File: src/rtl/core/rtul_pkg.sv
// ----------------------------------------------------------------------------
// rtul_pkg
// Shared types and codes of the route table update and lookup engine.
// ----------------------------------------------------------------------------
package rtul_pkg;

	// command field of an input transaction
	localparam logic [1:0] CMD_UPDATE = 2'd0;
	localparam logic [1:0] CMD_LOOKUP = 2'd1;
	localparam logic [1:0] CMD_TICK   = 2'd2;

	// configuration register indexes
	localparam logic REG_MY_ADDRESS        = 1'b0;
	localparam logic REG_BROADCAST_ADDRESS = 1'b1;

	// work kinds handed from the front to the engine
	typedef logic [2:0] kind_t;
	localparam kind_t KIND_NOP    = 3'd0;
	localparam kind_t KIND_BCAST  = 3'd1;
	localparam kind_t KIND_UPDATE = 3'd2;
	localparam kind_t KIND_LOOKUP = 3'd3;
	localparam kind_t KIND_TICK   = 3'd4;

	// update_action codes
	localparam logic [1:0] ACT_NONE    = 2'd0;
	localparam logic [1:0] ACT_REFRESH = 2'd1;
	localparam logic [1:0] ACT_KEEP    = 2'd2;
	localparam logic [1:0] ACT_NEW     = 2'd3;

	// route lifetime and sequence constants
	localparam logic [3:0] LIFE_FULL      = 4'd15;
	localparam logic [4:0] LIFE_ABOVE_MAX = 5'd16;
	localparam logic [8:0] SEQ_WRAP_GAP   = 9'd240;

	typedef struct packed {
		kind_t      kind;
		logic [7:0] dest;
		logic [3:0] hops;
		logic [7:0] seq;
		logic [7:0] via;
	} item_t;

	typedef struct packed {
		logic [7:0] dest;
		logic [7:0] next_hop;
		logic [7:0] seq;
		logic [3:0] hops;
		logic [3:0] life;
	} entry_t;

	typedef struct packed {
		logic       route_found;
		logic [7:0] next_hop;
		logic       request_route;
		logic [1:0] update_action;
	} result_t;

endpackage

File: src/rtl/core/rtul_fifo.sv
// ----------------------------------------------------------------------------
// rtul_fifo
// Two-entry queue that decouples a producer from a consumer.
// ----------------------------------------------------------------------------
module rtul_fifo #(
	parameter int unsigned WIDTH = 8
) (
	input  logic             clk,
	input  logic             arst_n,
	input  logic             push,
	input  logic [WIDTH-1:0] wdata,
	output logic             full,
	input  logic             pop,
	output logic [WIDTH-1:0] rdata,
	output logic             empty
);

	logic [WIDTH-1:0] slot_q [2];
	logic             wr_ptr_q;
	logic             rd_ptr_q;
	logic [1:0]       count_q;
	logic             do_push;
	logic             do_pop;

	assign full    = (count_q == 2'd2);
	assign empty   = (count_q == 2'd0);
	assign do_push = push && !full;
	assign do_pop  = pop && !empty;
	assign rdata   = slot_q[rd_ptr_q];

	// storage
	always_ff @(posedge clk) begin
		if (do_push) begin
			slot_q[wr_ptr_q] <= wdata;
		end
	end

	// pointers and fill count
	always_ff @(posedge clk or negedge arst_n) begin
		if (!arst_n) begin
			wr_ptr_q <= 1'b0;
			rd_ptr_q <= 1'b0;
			count_q  <= 2'd0;
		end else begin
			if (do_push) begin
				wr_ptr_q <= !wr_ptr_q;
			end
			if (do_pop) begin
				rd_ptr_q <= !rd_ptr_q;
			end
			if (do_push && !do_pop) begin
				count_q <= count_q + 2'd1;
			end else if (do_pop && !do_push) begin
				count_q <= count_q - 2'd1;
			end
		end
	end

`ifndef SYNTHESIS
	// a lone accepted transaction grows the fill count by one
	a_push_grows: assert property (@(posedge clk) disable iff (!arst_n)
		(do_push && !do_pop) |=> (count_q == $past(count_q) + 2'd1))
		else $error("queue fill count did not follow a push");
`endif

endmodule

File: src/rtl/core/rtul_front.sv
// ----------------------------------------------------------------------------
// rtul_front
// Accepts input transactions, classifies them and queues them for the engine.
// ----------------------------------------------------------------------------
module rtul_front (
	input  logic            clk,
	input  logic            arst_n,
	input  logic            push,
	output logic            full,
	input  logic [1:0]      command,
	input  logic [7:0]      dest_address,
	input  logic [3:0]      hop_count,
	input  logic [7:0]      seq_number,
	input  logic [7:0]      via_address,
	input  logic [7:0]      my_address,
	input  logic [7:0]      broadcast_address,
	input  logic            item_pop,
	output rtul_pkg::item_t item,
	output logic            item_empty
);

	rtul_pkg::item_t cls_item;

	// classify: own-address updates and broadcast lookups need no table scan
	always_comb begin
		cls_item.dest = dest_address;
		cls_item.hops = hop_count;
		cls_item.seq  = seq_number;
		cls_item.via  = via_address;
		unique case (command)
			rtul_pkg::CMD_UPDATE: begin
				cls_item.kind = (dest_address == my_address) ?
					rtul_pkg::KIND_NOP : rtul_pkg::KIND_UPDATE;
			end
			rtul_pkg::CMD_LOOKUP: begin
				cls_item.kind = (dest_address == broadcast_address) ?
					rtul_pkg::KIND_BCAST : rtul_pkg::KIND_LOOKUP;
			end
			rtul_pkg::CMD_TICK: begin
				cls_item.kind = rtul_pkg::KIND_TICK;
			end
			default: begin
				cls_item.kind = rtul_pkg::KIND_NOP;
			end
		endcase
	end

	// queue between front and engine
	rtul_fifo #(
		.WIDTH($bits(rtul_pkg::item_t))
	) u_item_fifo (
		.clk   (clk),
		.arst_n(arst_n),
		.push  (push),
		.wdata (cls_item),
		.full  (full),
		.pop   (item_pop),
		.rdata (item),
		.empty (item_empty)
	);

endmodule

File: src/rtl/core/rtul_engine.sv
// ----------------------------------------------------------------------------
// rtul_engine
// Route table memory and the scan sequencer that runs updates, lookups of
// a non-broadcast address and ticks one entry per cycle.
// ----------------------------------------------------------------------------
module rtul_engine #(
	parameter int unsigned ROUTE_ENTRIES = 8
) (
	input  logic              clk,
	input  logic              arst_n,
	input  rtul_pkg::item_t   item,
	input  logic              item_empty,
	output logic              item_pop,
	input  logic [7:0]        broadcast_address,
	input  logic              res_full,
	output logic              res_push,
	output rtul_pkg::result_t res
);

	localparam int unsigned IDX_W = (ROUTE_ENTRIES > 1) ? $clog2(ROUTE_ENTRIES) : 1;
	localparam logic [IDX_W-1:0] LAST_IDX = IDX_W'(ROUTE_ENTRIES - 1);

	localparam logic [1:0] ST_IDLE = 2'd0;
	localparam logic [1:0] ST_SCAN = 2'd1;
	localparam logic [1:0] ST_FIN  = 2'd2;

	rtul_pkg::entry_t route_mem [ROUTE_ENTRIES];
	logic [ROUTE_ENTRIES-1:0] valid_q;

	logic [1:0]       state_q;
	rtul_pkg::item_t  cur_q;
	logic             issue_q;
	logic [IDX_W-1:0] issue_idx_q;
	logic             vld_s1;
	logic [IDX_W-1:0] idx_s1;
	rtul_pkg::entry_t ent_raw_s1;
	logic             ent_valid_s1;
	logic [4:0]       least_q;
	logic [IDX_W-1:0] victim_q;
	logic             matched_q;
	logic             replaced_q;
	logic             found_q;
	logic [7:0]       hop_q;

	rtul_pkg::entry_t ent;
	rtul_pkg::entry_t new_entry;
	logic             dest_hit;
	logic             seq_older;
	logic             upd_replace;
	logic             proc;
	logic             rd_en;
	logic [IDX_W-1:0] rd_addr;
	logic             wr_en;
	logic [IDX_W-1:0] wr_addr;
	rtul_pkg::entry_t wr_data;

	// entry under inspection, never-written entries read as zero
	assign ent = ent_valid_s1 ? ent_raw_s1 : '0;

	assign new_entry = '{dest: cur_q.dest, next_hop: cur_q.via, seq: cur_q.seq,
		hops: cur_q.hops, life: rtul_pkg::LIFE_FULL};

	// update decision for one entry
	assign dest_hit  = (ent.dest == cur_q.dest);
	assign seq_older = (ent.seq < cur_q.seq) ||
		({1'b0, ent.seq} > ({1'b0, cur_q.seq} + rtul_pkg::SEQ_WRAP_GAP)) ||
		(ent.life == 4'd0);
	assign upd_replace = dest_hit &&
		((ent.seq == cur_q.seq) ? (ent.hops > cur_q.hops) : seq_older);

	assign proc    = (state_q == ST_SCAN) && vld_s1;
	assign rd_en   = (state_q == ST_SCAN) && issue_q;
	assign rd_addr = issue_idx_q;

	// write port: scan write-back or victim install
	always_comb begin
		wr_en   = 1'b0;
		wr_addr = idx_s1;
		wr_data = new_entry;
		if (proc) begin
			if (cur_q.kind == rtul_pkg::KIND_UPDATE && upd_replace) begin
				wr_en = 1'b1;
			end else if (cur_q.kind == rtul_pkg::KIND_TICK && ent.life != 4'd0) begin
				wr_en        = 1'b1;
				wr_data      = ent;
				wr_data.life = ent.life - 4'd1;
			end
		end else if (state_q == ST_FIN && cur_q.kind == rtul_pkg::KIND_UPDATE &&
				!matched_q) begin
			wr_en   = 1'b1;
			wr_addr = victim_q;
		end
	end

	// table memory
	always_ff @(posedge clk) begin
		if (wr_en) begin
			route_mem[wr_addr] <= wr_data;
		end
		if (rd_en) begin
			ent_raw_s1 <= route_mem[rd_addr];
		end
	end

	// per-entry written marks
	always_ff @(posedge clk or negedge arst_n) begin
		if (!arst_n) begin
			valid_q      <= '0;
			ent_valid_s1 <= 1'b0;
		end else begin
			if (wr_en) begin
				valid_q[wr_addr] <= 1'b1;
			end
			if (rd_en) begin
				ent_valid_s1 <= valid_q[rd_addr];
			end
		end
	end

	assign item_pop = (state_q == ST_IDLE) && !item_empty;
	assign res_push = (state_q == ST_FIN) && !res_full;

	// scan sequencer
	always_ff @(posedge clk or negedge arst_n) begin
		if (!arst_n) begin
			state_q     <= ST_IDLE;
			issue_q     <= 1'b0;
			issue_idx_q <= '0;
			vld_s1      <= 1'b0;
			idx_s1      <= '0;
			cur_q       <= '0;
			least_q     <= rtul_pkg::LIFE_ABOVE_MAX;
			victim_q    <= '0;
			matched_q   <= 1'b0;
			replaced_q  <= 1'b0;
			found_q     <= 1'b0;
			hop_q       <= 8'd0;
		end else begin
			vld_s1 <= rd_en;
			idx_s1 <= rd_addr;
			unique case (state_q)
				ST_IDLE: begin
					if (item_pop) begin
						cur_q       <= item;
						least_q     <= rtul_pkg::LIFE_ABOVE_MAX;
						victim_q    <= '0;
						matched_q   <= 1'b0;
						replaced_q  <= 1'b0;
						found_q     <= 1'b0;
						hop_q       <= 8'd0;
						issue_idx_q <= '0;
						case (item.kind) inside
							rtul_pkg::KIND_UPDATE, rtul_pkg::KIND_LOOKUP,
							rtul_pkg::KIND_TICK: begin
								issue_q <= 1'b1;
								state_q <= ST_SCAN;
							end
							default: begin
								state_q <= ST_FIN;
							end
						endcase
					end
				end
				ST_SCAN: begin
					// read issue side
					if (issue_q) begin
						if (issue_idx_q == LAST_IDX) begin
							issue_q <= 1'b0;
						end else begin
							issue_idx_q <= issue_idx_q + 1'b1;
						end
					end
					// registered entry side
					if (proc) begin
						if (cur_q.kind == rtul_pkg::KIND_UPDATE) begin
							if ({1'b0, ent.life} < least_q) begin
								least_q  <= {1'b0, ent.life};
								victim_q <= idx_s1;
							end
							if (dest_hit) begin
								matched_q <= 1'b1;
							end
							if (upd_replace) begin
								replaced_q <= 1'b1;
							end
						end
						if (cur_q.kind == rtul_pkg::KIND_LOOKUP && !found_q && dest_hit &&
								ent.life != 4'd0) begin
							found_q <= 1'b1;
							hop_q   <= ent.next_hop;
						end
						if (idx_s1 == LAST_IDX) begin
							state_q <= ST_FIN;
						end
					end
				end
				ST_FIN: begin
					if (res_push) begin
						state_q <= ST_IDLE;
					end
				end
				default: begin
					state_q <= ST_IDLE;
				end
			endcase
		end
	end

	// result formation
	always_comb begin
		res = '0;
		case (cur_q.kind)
			rtul_pkg::KIND_BCAST: begin
				res.route_found = 1'b1;
				res.next_hop    = broadcast_address;
			end
			rtul_pkg::KIND_LOOKUP: begin
				if (found_q) begin
					res.route_found = 1'b1;
					res.next_hop    = hop_q;
				end else begin
					res.next_hop      = broadcast_address;
					res.request_route = 1'b1;
				end
			end
			rtul_pkg::KIND_UPDATE: begin
				if (!matched_q) begin
					res.update_action = rtul_pkg::ACT_NEW;
				end else if (replaced_q) begin
					res.update_action = rtul_pkg::ACT_REFRESH;
				end else begin
					res.update_action = rtul_pkg::ACT_KEEP;
				end
			end
			default: begin
				res = '0;
			end
		endcase
	end

`ifndef SYNTHESIS
	// a scan write-back never lands on the entry being read
	a_no_rw_clash: assert property (@(posedge clk) disable iff (!arst_n)
		(wr_en && rd_en) |-> (wr_addr != rd_addr))
		else $error("table write collides with table read");

	// a taken transaction always leaves idle
	a_pop_leaves_idle: assert property (@(posedge clk) disable iff (!arst_n)
		item_pop |=> (state_q == ST_SCAN || state_q == ST_FIN))
		else $error("engine stayed idle after taking a transaction");

	// the last entry closes the scan
	a_scan_closes: assert property (@(posedge clk) disable iff (!arst_n)
		(proc && idx_s1 == LAST_IDX) |=> (state_q == ST_FIN))
		else $error("scan did not close after the last entry");
`endif

endmodule

File: src/rtl/core/route_table_update_lookup.sv
// ----------------------------------------------------------------------------
// route_table_update_lookup
// Mesh routing table with updates, lookups and aging ticks.
// ----------------------------------------------------------------------------
// Every transaction pushed in gives exactly one result, in order. Updates,
// lookups of a non-broadcast address and ticks walk the route table one
// entry per cycle through the single read port of the table memory: the
// engine takes the transaction, issues the reads and inspects their
// registered data, then finishes and delivers the result, which waits
// while the result queue is full. Broadcast lookups, updates for this
// node's own address and unused commands skip the walk. Two-entry queues
// on the input and result sides let either side stall while the engine
// keeps working. No clearing pass is needed after reset. Configuration
// writes are taken at any time but belong to idle periods.
module route_table_update_lookup #(
	parameter int unsigned ROUTE_ENTRIES = 8
) (
	input  logic       clk,
	input  logic       arst_n,
	input  logic       cfg_write,
	input  logic       cfg_index,
	input  logic [7:0] cfg_data,
	input  logic       push,
	output logic       full,
	input  logic [1:0] command,
	input  logic [7:0] dest_address,
	input  logic [3:0] hop_count,
	input  logic [7:0] seq_number,
	input  logic [7:0] via_address,
	output logic       empty,
	input  logic       pop,
	output logic       route_found,
	output logic [7:0] next_hop,
	output logic       request_route,
	output logic [1:0] update_action
);

	logic [7:0]        my_address_q;
	logic [7:0]        broadcast_address_q;
	rtul_pkg::item_t   item;
	logic              item_empty;
	logic              item_pop;
	logic              res_full;
	logic              res_push;
	rtul_pkg::result_t res;
	rtul_pkg::result_t res_head;

	// configuration registers
	always_ff @(posedge clk or negedge arst_n) begin
		if (!arst_n) begin
			my_address_q        <= 8'd0;
			broadcast_address_q <= 8'd255;
		end else if (cfg_write) begin
			unique case (cfg_index)
				rtul_pkg::REG_MY_ADDRESS:        my_address_q        <= cfg_data;
				rtul_pkg::REG_BROADCAST_ADDRESS: broadcast_address_q <= cfg_data;
				default: ;
			endcase
		end
	end

	// front: accept and classify
	rtul_front u_front (
		.clk              (clk),
		.arst_n           (arst_n),
		.push             (push),
		.full             (full),
		.command          (command),
		.dest_address     (dest_address),
		.hop_count        (hop_count),
		.seq_number       (seq_number),
		.via_address      (via_address),
		.my_address       (my_address_q),
		.broadcast_address(broadcast_address_q),
		.item_pop         (item_pop),
		.item             (item),
		.item_empty       (item_empty)
	);

	// back: table engine
	rtul_engine #(
		.ROUTE_ENTRIES(ROUTE_ENTRIES)
	) u_engine (
		.clk              (clk),
		.arst_n           (arst_n),
		.item             (item),
		.item_empty       (item_empty),
		.item_pop         (item_pop),
		.broadcast_address(broadcast_address_q),
		.res_full         (res_full),
		.res_push         (res_push),
		.res              (res)
	);

	// result queue
	rtul_fifo #(
		.WIDTH($bits(rtul_pkg::result_t))
	) u_result_fifo (
		.clk   (clk),
		.arst_n(arst_n),
		.push  (res_push),
		.wdata (res),
		.full  (res_full),
		.pop   (pop),
		.rdata (res_head),
		.empty (empty)
	);

	assign route_found   = res_head.route_found;
	assign next_hop      = res_head.next_hop;
	assign request_route = res_head.request_route;
	assign update_action = res_head.update_action;

endmodule
File: config.mk
export PLATFORM = sky130hd
export DESIGN_NAME = route_table_update_lookup
export DESIGN_NICKNAME = d
export VERILOG_FILES = /design/src/rtl/core/rtul_pkg.sv /design/src/rtl/core/rtul_fifo.sv /design/src/rtl/core/rtul_front.sv /design/src/rtl/core/rtul_engine.sv /design/src/rtl/core/route_table_update_lookup.sv
export SDC_FILE = /design/constraint.sdc
export NUM_CORES = 1
export LEC_CHECK = 0
export ABC_AREA = 1
export ABC_CLOCK_PERIOD_IN_PS = 4600
export CORE_MARGIN = 4
export CORE_UTILIZATION = 50
export CTS_BUF_LIST = sky130_fd_sc_hd__clkbuf_16
export CTS_CLUSTER_DIAMETER = 100
export DETAILED_ROUTE_END_ITERATION = 10
export DONT_BUFFER_PORTS = 1
export HOLD_SLACK_MARGIN = 0.12
export PLACE_DENSITY = 0.66
export SLEW_MARGIN = 40
export SYNTH_ARGS = -nofsm -noshare
export SYNTH_HDL_FRONTEND = slang
export SYNTH_HIERARCHICAL = 1
export SYNTH_SLANG_ARGS = --single-unit
File: constraint.sdc
create_clock -name clk -period 4.6 [get_ports clk]
set_clock_uncertainty 0.05 [all_clocks]
set_input_delay 0.23 -clock clk [delete_from_list [all_inputs] [get_ports clk]]
set_output_delay 0.23 -clock clk [all_outputs]
set_load 0.01 [all_outputs]
Word level (Yosys, flattened, before mapping)
Memory sizes are Yosys's and may differ from the RTL's. A register that Yosys moved wholly into a read port is not among the register bits.
Cells that the tools add are included.
- register bits after elaboration: 93
- memory bits (writable): 342
- input port bits: 44
- word-level logic and storage cells: 209
- memories kept: 3
- memories (name ; words ; bits a word ; read ports ; clocked after Yosys merged registers in ; write ports ; line ; source):
    u_engine.route_mem ; 8 ; 32 ; 1 ; 1 ; 1 ; rtul_engine.sv:27 ; rtul_pkg::entry_t route_mem [ROUTE_ENTRIES];
    u_front.u_item_fifo.slot_q ; 2 ; 31 ; 1 ; 0 ; 1 ; rtul_fifo.sv:18 ; logic [WIDTH-1:0] slot_q [2];
    u_result_fifo.slot_q ; 2 ; 12 ; 1 ; 0 ; 1 ; rtul_fifo.sv:18 ;
- add/sub/neg operators: 7
- order comparisons: 7
- eq/ne operators: 31
- mux-type cells: 76
- bitwise gates (word level): 2
- reduce and logical (&&, ||, !) cells: 57
- operators by type and width (operator ; count):
    32-bit two-way mux ; 4
    8-bit equality test ; 4
    8-bit two-way mux ; 4
    1-bit two-way mux ; 29
    2-bit two-way mux ; 14
    3-bit two-way mux ; 8
    1-bit logical AND ; 21
    5-bit two-way mux ; 4
    9-bit case mux with 2 select lines ; 1
    8-bit case mux with 2 select lines ; 1
    5-bit AND reduction ; 3
    1-bit logical NOT ; 14
    2-bit != test, second input constant ; 7
    3-bit by 2-bit equality test with 1-bit output, second input constant ; 4
    3-bit equality test, second input constant ; 4
    3-bit case mux with 2 select lines ; 2
    4-bit AND reduction ; 3
    2-bit by 1-bit != test with 1-bit output, second input constant ; 5
    5-bit case mux with 2 select lines ; 1
    8-bit by 8-bit adder with 9-bit output, second input constant ; 1
    8-bit by 9-bit > comparator with 1-bit output ; 1
    3-bit case mux with 3 select lines ; 1
    2-bit equality test, second input constant ; 4
    2-bit logical NOT ; 4
    other kinds (24) ; 36

Longest topological paths before layout
Gate-level depths: netlist of run 1.
- depth in word-level cells: 11
- gate-level depth with buffers: 17

Cells and area by module
The synthesis of run 1 kept the hierarchy.
- by module, submodules not included (module ; instances ; cells an instance ; area an instance (µm²) ; seq. area each (µm²)):
    rtul_engine ; 1 ; 1395 ; 15200.8 ; 10376.2
    rtul_fifo at u_front.u_item_fifo ; 1 ; 194 ; 2492.4 ; 1961.9
    rtul_fifo at u_result_fifo ; 1 ; 94 ; 1119.8 ; 820.8
    route_table_update_lookup ; 1 ; 70 ; 673.1 ; 410.4
    rtul_front ; 1 ; 53 ; 259.0 ; 0.0

Least setup slack after synthesis of run 1
No wires, ideal clock.
- path type: register to register
- start point: register u_engine.ent_valid_s1
- end point: memory u_engine/route_mem[0][0] in the netlist's numbering (enable)
- data arrival time: 3256 ps
- setup slack: 873 ps
- cell stages (with the launch flop): 17
- buffers on the path: 2
- clock period less this slack: 3727 ps
- path through: dfrtp_1 -> buf_4 -> clkbuf_1 -> nand2_1 -> inv_1 -> ha_1 -> inv_1 -> nand2_1 -> nor2_1 -> nand3_1 -> nand3_1 -> nand2_1 -> nand2_1 -> nand3_2 -> nand2_4 -> nand2_1 -> nor2_1
- longest elaborated chain between the ends: 11
- elaborated cells between the ends (all ways): 19
- classes of those cells: order compare: 3; eq/ne: 2; mux: 7; reduce/logical: 7
- RTL lines (item ; line ; source):
    from (decl) ; rtul_engine.sv:37 ; logic ent_valid_s1;
    from (signal assigned) ; rtul_engine.sv:115 ; ent_valid_s1 <= valid_q[rd_addr];
    32-bit two-way mux * ; rtul_engine.sv:58 ; assign ent = ent_valid_s1 ? ent_raw_s1 : '0;
    8-bit by 9-bit > comparator with 1-bit output / 8-bit < comparator (equally long branches) ; rtul_engine.sv:66, rtul_engine.sv:65 ;
    1-bit logical OR ; rtul_engine.sv:65 ; assign seq_older = (ent.seq < cur_q.seq) ||
    1-bit logical OR ; rtul_engine.sv:66 ; ({1'b0, ent.seq} > ({1'b0, cur_q.seq} + rtul_pkg::SEQ_WRAP_GAP)) ||
    1-bit two-way mux ; rtul_engine.sv:69 ; ((ent.seq == cur_q.seq) ? (ent.hops > cur_q.hops) : seq_older);
    1-bit logical AND ; rtul_engine.sv:68 ; assign upd_replace = dest_hit &&
    1-bit logical AND ; rtul_engine.sv:81 ; if (cur_q.kind == rtul_pkg::KIND_UPDATE && upd_replace) begin
    1-bit two-way mux * ; rtul_engine.sv:81 ;
    1-bit two-way mux * ; rtul_engine.sv:80 ; if (proc) begin
    1-bit two-way mux * ; rtul_engine.sv:97 ; if (wr_en) begin
    1-bit two-way mux (not written as such) * ; rtul_engine.sv:98 ; route_mem[wr_addr] <= wr_data;
    to (decl) ; rtul_engine.sv:27 ;
Mark *: on every way between the ends. The rest lies on a longest branch, timed or not.

Worst setup path after layout of run 1
- start point: register u_engine.ent_valid_s1
- end point: memory u_engine/route_mem[0][7] in the netlist's numbering (enable)
Same word-level chain as after synthesis.

==> results of run 1 <==
kinds of logic after synthesis:
logic type | after synthesis | share of synthesized area
fa+ha+maj | 26 | 0.0165
flops | 467 | 0.687
buf+inv | 207 | 0.0439
compound gates | 311 | 0.0854
simple gates | 777 | 0.159
xor+xnor | 18 | 0.00798
worst max path at each step:
stage                                     start                   endpoint  slack (ps)  cells past startpoint
after global routing      u_engine/ent_valid_s1   u_engine/route_mem[0][4]         850                     13
after global placement    u_engine/ent_valid_s1   u_engine/route_mem[1][9]         900                     12
after detailed placement  u_engine/ent_valid_s1   u_engine/route_mem[0][7]        1100                     13
after floorplan           u_engine/ent_valid_s1   u_engine/route_mem[0][0]         870                     16
after CTS                 u_engine/ent_valid_s1  u_engine/route_mem[0][25]        1090                     13
final                     u_engine/ent_valid_s1   u_engine/route_mem[0][7]        1100                     13
through the flow:
stage	hold WS, ps	total power [mW]	util	cell area, um^2	setup WS (ps)
4_1_cts	228	13.7	0.580	22500	1090
3_3_place_gp	-109	9.70	0.522	20300	902
2_1_floorplan	-116	8.60	-	19700	873
6_report	240	13.6	0.580	22500	1100
3_5_place_dp	-112	9.81	0.524	20300	1100
5_1_grt	247	14.4	0.580	22500	847
state kept, by name, summed over array words and instances, names as in the netlist, 2 cells and up:
| signal | count |
|---|---|
| u_engine/state_q | 2 |
| u_front/u_item_fifo/slot_q | 62 |
| u_engine/route_mem | 256 |
| u_front/u_item_fifo/count_q | 2 |
| u_result_fifo/slot_q | 24 |
| u_engine/victim_q | 3 |
| u_engine/ent_raw_s1 | 32 |
| u_engine/least_q | 5 |
| u_engine/idx_s1 | 3 |
| broadcast_address_q | 8 |
| u_engine/issue_idx_q | 3 |
| u_result_fifo/count_q | 2 |
| u_engine/valid_q | 8 |
| u_engine/hop_q | 8 |
| my_address_q | 8 |
| u_engine/cur_q | 31 |
where the power goes:
part | leakage (nW) | switching [mW] | internal [mW]
Combinational | 3.44 | 2.74 | 1.13
Sequential | 4.65 | 0.371 | 5.54
Clock | 0.797 | 1.56 | 2.28
Total | 8.89 | 4.67 | 8.96
worst max-delay path: stages (launching register included):
cell	delay, ps
dfrtp_1	780
nand2_1	220
ha_1	330
nand2_1	50
nor2_1	120
nand2_1	140
nand2_1	150
a21oi_1	50
nand2_1	130
nand3_2	120
nand2_4	150
nand2_1	150
nor2_4	450
buf_8	270
layout by cell type (no fill, tap or decap), types with 27 or more instances in the layout:
cell type and n:
clkbuf_16 48, o22ai_1 32, edfxtp_1 374, o21ai_1 27, nand3_1 46, a31oi_1 33, o21ai_0 193, dlygate4sd3_1 60
inv_1 121, dfrtp_1 82, nand2_1 435, nor2_1 256
layer usage:
layer | track usage | up-vias
met4 | 0.0817 | 0
li1 | - | 6268
met5 | 0 | -
met1 | 0.276 | 6310
met2 | 0.351 | 289
met3 | 0.0283 | 93
repair_timing:
action                                  4_1_cts  5_1_grt
hold buffers                                 61        0
endpoints found under the hold margin       176        0
endpoints found under the setup margin        0        0
cell type report:
class                   instances  area share
repair buffers                 91      0.0403
clock buffers                  48      0.0533
multi-input cells            1132       0.238
flip-flops and latches        467       0.602
inverters                     124      0.0213
well taps                     518      0.0288
clock inverters                38      0.0162
==> results.ini, run 1 <==
[drt]
wirelength_met1_um = 18700
ant_nets = 0
top_layer = met4
vias = 13000
drt-wirelength-per-cell_um = 18.2
route.met3.wl_um = 1660
route.met2.wl_um = 22100
drc = 0
wl_um = 44100
drt_iter0_markers = 915
firstDrtPassIters = 5
via_per_inst = 5.36

[finish]
fillCellCount = 3087
final_net_count = 1933
diodes = 0
layout.area.seq_um2 = 13600
multi_input_comb_area_um2 = 5360
instances_no_fill = 2418
drive_gt1_frac = 0.0842
areaGrowthSynthToFinish_pct = 14.1

[floorplanning]
die_w_um = 207
rows = 72
die_h_um = 207
start_util = 0.509
coreArea_um2 = 38800
num_io_pins = 58
die-area_um2 = 42700

[power]
vdd_drop_max_uv = 345
powerDensity_nw_per_um2 = 605
cellLeakagePower_nw = 8.89

[logic_synthesis]
synth.most_common_cell = nand2_1
synth_warnings = 6
mappedNetlistArea_um2 = 19700
synth_top_cell_area_share = 0.569
synth_top_cell_by_area = edfxtp_1
ys_ff_latch = 467
synth_area_leaders = edfxtp_1, dfrtp_1, nand2_1, o21ai_0, nor2_1
synthArstFlopShare = 0.199
synth_edf_count = 374
yosys.cell_types.count = 41
yosysSeqAreaShare = 0.687
synthTopCellsByCount = nand2_1, edfxtp_1, nor2_1
avgSynthCellArea_um2 = 10.9
synthCells = 1806
synth_nets = 1876
ys.flop_type = edfxtp_1

[setup_path]
worst_setup_path_end_kind = flip-flop
critical_path_peak_fanout = 18
setup.worst_path.class = reg2reg
ff2ff_setup_slack_ps = 1100
timing.rr.start = u_engine/ent_valid_s1
rr_worst_depth = 13
crit_required_ps = 4830
worstPathArrival_ps = 3730
crit_path_start_kind = flip-flop
r2r-end = u_engine/route_mem[0][7]

[global_routing]
grt_max_degree = 94
grt_pass1_vias = 12500
grt_overflow = 0
antenna_found_initial = 0
grt_pass1_wl_um = 69100
grt_usage = 0.208

[cts]
cts_setup_buffers = 0
root_buffer = clkbuf_16
clk_pin_slew_worst_paths_ps = 60
clockBufferDepth = 3
cts_sinks = 467
cts_resized = 0
numCtsBuffers = 47
clk_latency_ps = 570
cts_tree = done
h-tree-depth = 2

[timing]
hold_viol = 0
post-route-period-util = 0.761
layout_min_cycle_time_ps = 3500
rsz0062_at_grt = no
tns_ps = 0
finalSetupViolations = 0
fmax_mhz = 286
slew_viol_final = 0
max-slew-margin-rel = 0.428
worst_slew_pin_slew_ps = 849

[placement]
placed_cells = 2271
gp_congestion = 0.826
io_buffers = 0
dp_hpwl_um = 27500

[min_path]
worstHoldPathType = in2async

[flow_run]
cap_violations = 0

[status]
status = finished clean

(Power assumes the default switching activity.)
==> run 2: changes to the inputs <==
--- a/config.mk
+++ b/config.mk
@@ -6,7 +6,7 @@
 export NUM_CORES = 1
 export LEC_CHECK = 0
 export ABC_AREA = 1
-export ABC_CLOCK_PERIOD_IN_PS = 4600
+export ABC_CLOCK_PERIOD_IN_PS = 3330
 export CORE_MARGIN = 4
 export CORE_UTILIZATION = 50
 export CTS_BUF_LIST = sky130_fd_sc_hd__clkbuf_16
==> constraint.sdc (replaced) <==
create_clock -name clk -period 3.33 [get_ports clk]
set_clock_uncertainty 0.05 [all_clocks]
set_input_delay 0.1665 -clock clk [delete_from_list [all_inputs] [get_ports clk]]
set_output_delay 0.1665 -clock clk [all_outputs]
set_load 0.01 [all_outputs]
==> results.ini, run 2 (synthesis gave the netlist of run 1 again) <==
[setup_path]
rr_worst_depth = 15  ; +2
setup.worst_path.class = reg2reg
crit_required_ps = 3550  ; -1280 ps
critical_path_peak_fanout = 26  ; +8
worst_setup_path_end_kind = flip-flop
worstPathArrival_ps = 3220  ; -510 ps
crit_path_start_kind = flip-flop

[drt]
top_layer = met4
via_per_inst = 5.40  ; +0.75%
drc = 0  ; unchanged
firstDrtPassIters = 5  ; unchanged
route.met2.wl_um = 22300  ; +0.87%
drt_iter0_markers = 1075  ; +17%
vias = 13100  ; +1.3%
drt-wirelength-per-cell_um = 18.2  ; about the same
wirelength_met1_um = 18200  ; -2.7%
wl_um = 44300  ; +0.59%
ant_nets = 0  ; unchanged
route.met3.wl_um = 2350  ; +42%

[finish]
fillCellCount = 3121  ; +1.1%
regMostFlops = u_engine/route_mem
largest_reg_flops = 256  ; unchanged
drive_gt1_frac = 0.0843  ; about the same
reg_top3 = u_engine/route_mem: 256 flops, u_front/u_item_fifo/slot_q: 62 flops, u_engine/ent_raw_s1: 32 flops
mostFrequentLayoutCells = nand2_1, edfxtp_1, nor2_1
final_net_count = 1940  ; +0.36%
areaGrowthSynthToFinish_pct = 14.2  ; about the same
postLayoutCellArea_um2 = 22600  ; about the same
final_common_cell = nand2_1
fin_util = 0.581  ; about the same

[timing]
rsz0062_at_grt = no
slew_viol_final = 0  ; unchanged
hold_viol = 0  ; unchanged
finalSetupViolations = 0  ; unchanged
post-route-period-util = 0.901  ; +0.140
max-slew-margin-rel = 0.482  ; +0.0544
worst_slew_pin_slew_ps = 771  ; -77.9 ps
fmax_mhz = 333  ; +17%
holdWs_ps = 140  ; -99.7 ps
layout_min_cycle_time_ps = 3000  ; -500 ps
tns_ps = 0  ; unchanged

[floorplanning]
die_w_um = 207  ; unchanged
coreArea_um2 = 38800  ; unchanged
start_util = 0.509  ; unchanged
die-area_um2 = 42700  ; unchanged
die_h_um = 207  ; unchanged
num_io_pins = 58  ; unchanged
rows = 72  ; unchanged

[power]
vdd_drop_max_uv = 513  ; +49%
powerDensity_nw_per_um2 = 820  ; +36%
cellLeakagePower_nw = 8.92  ; +0.32%
power_mw = 18.5  ; +36%

[cts]
h-tree-depth = 2  ; unchanged
numCtsBuffers = 48  ; +2.1%
cts_tree = done
clk_pin_slew_worst_paths_ps = 60  ; about the same
cts_sinks = 467  ; unchanged
clockBufferDepth = 3  ; unchanged
cts_resized = 0  ; unchanged
clk_latency_ps = 590  ; +20 ps
root_buffer = clkbuf_16

[placement]
placement.cell_area_um2 = 20500  ; +0.69%
gp_congestion = 0.870  ; +5.3%
dp_hpwl_um = 27600  ; +0.16%
io_buffers = 0  ; unchanged

[global_routing]
grt_max_degree = 133  ; +41%
grt_pass1_vias = 12800  ; +2.1%
grt_overflow = 0  ; unchanged
antenna_found_initial = 1  ; +1
grt_pass1_wl_um = 70200  ; +1.5%
grt_usage = 0.210  ; +0.00256

[min_path]
worstHoldPathType = in2async

[flow_run]
cap_violations = 0  ; unchanged

[status]
status = finished clean

run 2: cell types whose count changed in the layout (fill, tap and decap cells not counted), moves of 3 or more:
cell,delta
clkinvlp_4,-4
buf_12,+10
o21ai_1,+8
o21ai_0,-9
buf_8,-3
inv_1,+5
clkinv_1,+6
bufinv_16,-6
run 2: path summary, 6_finish.rpt:
check | from | endpoint | slack [ps]
setup reg to reg | u_engine/cur_q[12] | u_engine/route_mem[2][21] | 330
setup / recovery | u_engine/cur_q[12] | u_engine/route_mem[2][21] | 330
hold reg to reg | u_engine/valid_q[5] | u_engine/valid_q[5] | 400
min in group clk | seq_number[2] | u_front/u_item_fifo/slot_q[1][10] | 190
hold / removal | arst_n | my_address_q[2] | 140
max in group asynchronous | arst_n | u_engine/issue_idx_q[0] | 2640
run 2: repair_timing:
action	CTS	global route
hold buffers	59	0
endpoints found under the hold margin	191	0
setup buffers	0	0
run 2: power breakdown:
group,internal (mW),switching [mW],leakage [nW]
Clock,2.75,2.17,0.773
Sequential,7.66,0.434,4.65
Combinational,1.62,3.87,3.50
run 2: final cells by class:
class / instances / area (um^2) / share of cell area
flip-flops and latches: 467 / 13600 / 0.602
multi-input cells: 1132 / 5370 / 0.238
clock buffers: 49 / 1230 / 0.0544
repair buffers: 97 / 1030 / 0.0457
well taps: 518 / 648 / 0.0287
inverters: 124 / 479 / 0.0212
clock inverters: 41 / 228 / 0.0101
diodes: 2 / 5.00 / 0.000222
run 2: stage by stage:
| step | cells | worst slack, ps |
|---|---|---|
| 6_report | 2430 | 329 |
| 3_5_place_dp | 2279 | 351 |
| 2_1_floorplan | 1806 | -397 |
| 5_1_grt | 2428 | 82.0 |
| 3_3_place_gp | 2279 | 438 |
| 4_1_cts | 2428 | 312 |
run 2: per-layer routing:
metal  vias up  track usage
met5         -            0
met4         0       0.0803
met3       102       0.0350
met2       379        0.351
met1      6360        0.280
li1       6281            -
run 2: worst max-delay path, stage by stage, from the launching register on:
cell and delay [ps]:
dfrtp_1 350, inv_1 100, ha_1 240, xnor2_1 140
ha_1 290, nand3_1 70, nor2_1 190, nand3_1 100
nand3_1 80, nand2_1 50, nand2_1 130, nand3_2 120
nand2_4 150, nand2_1 80, inv_1 260, buf_12 240
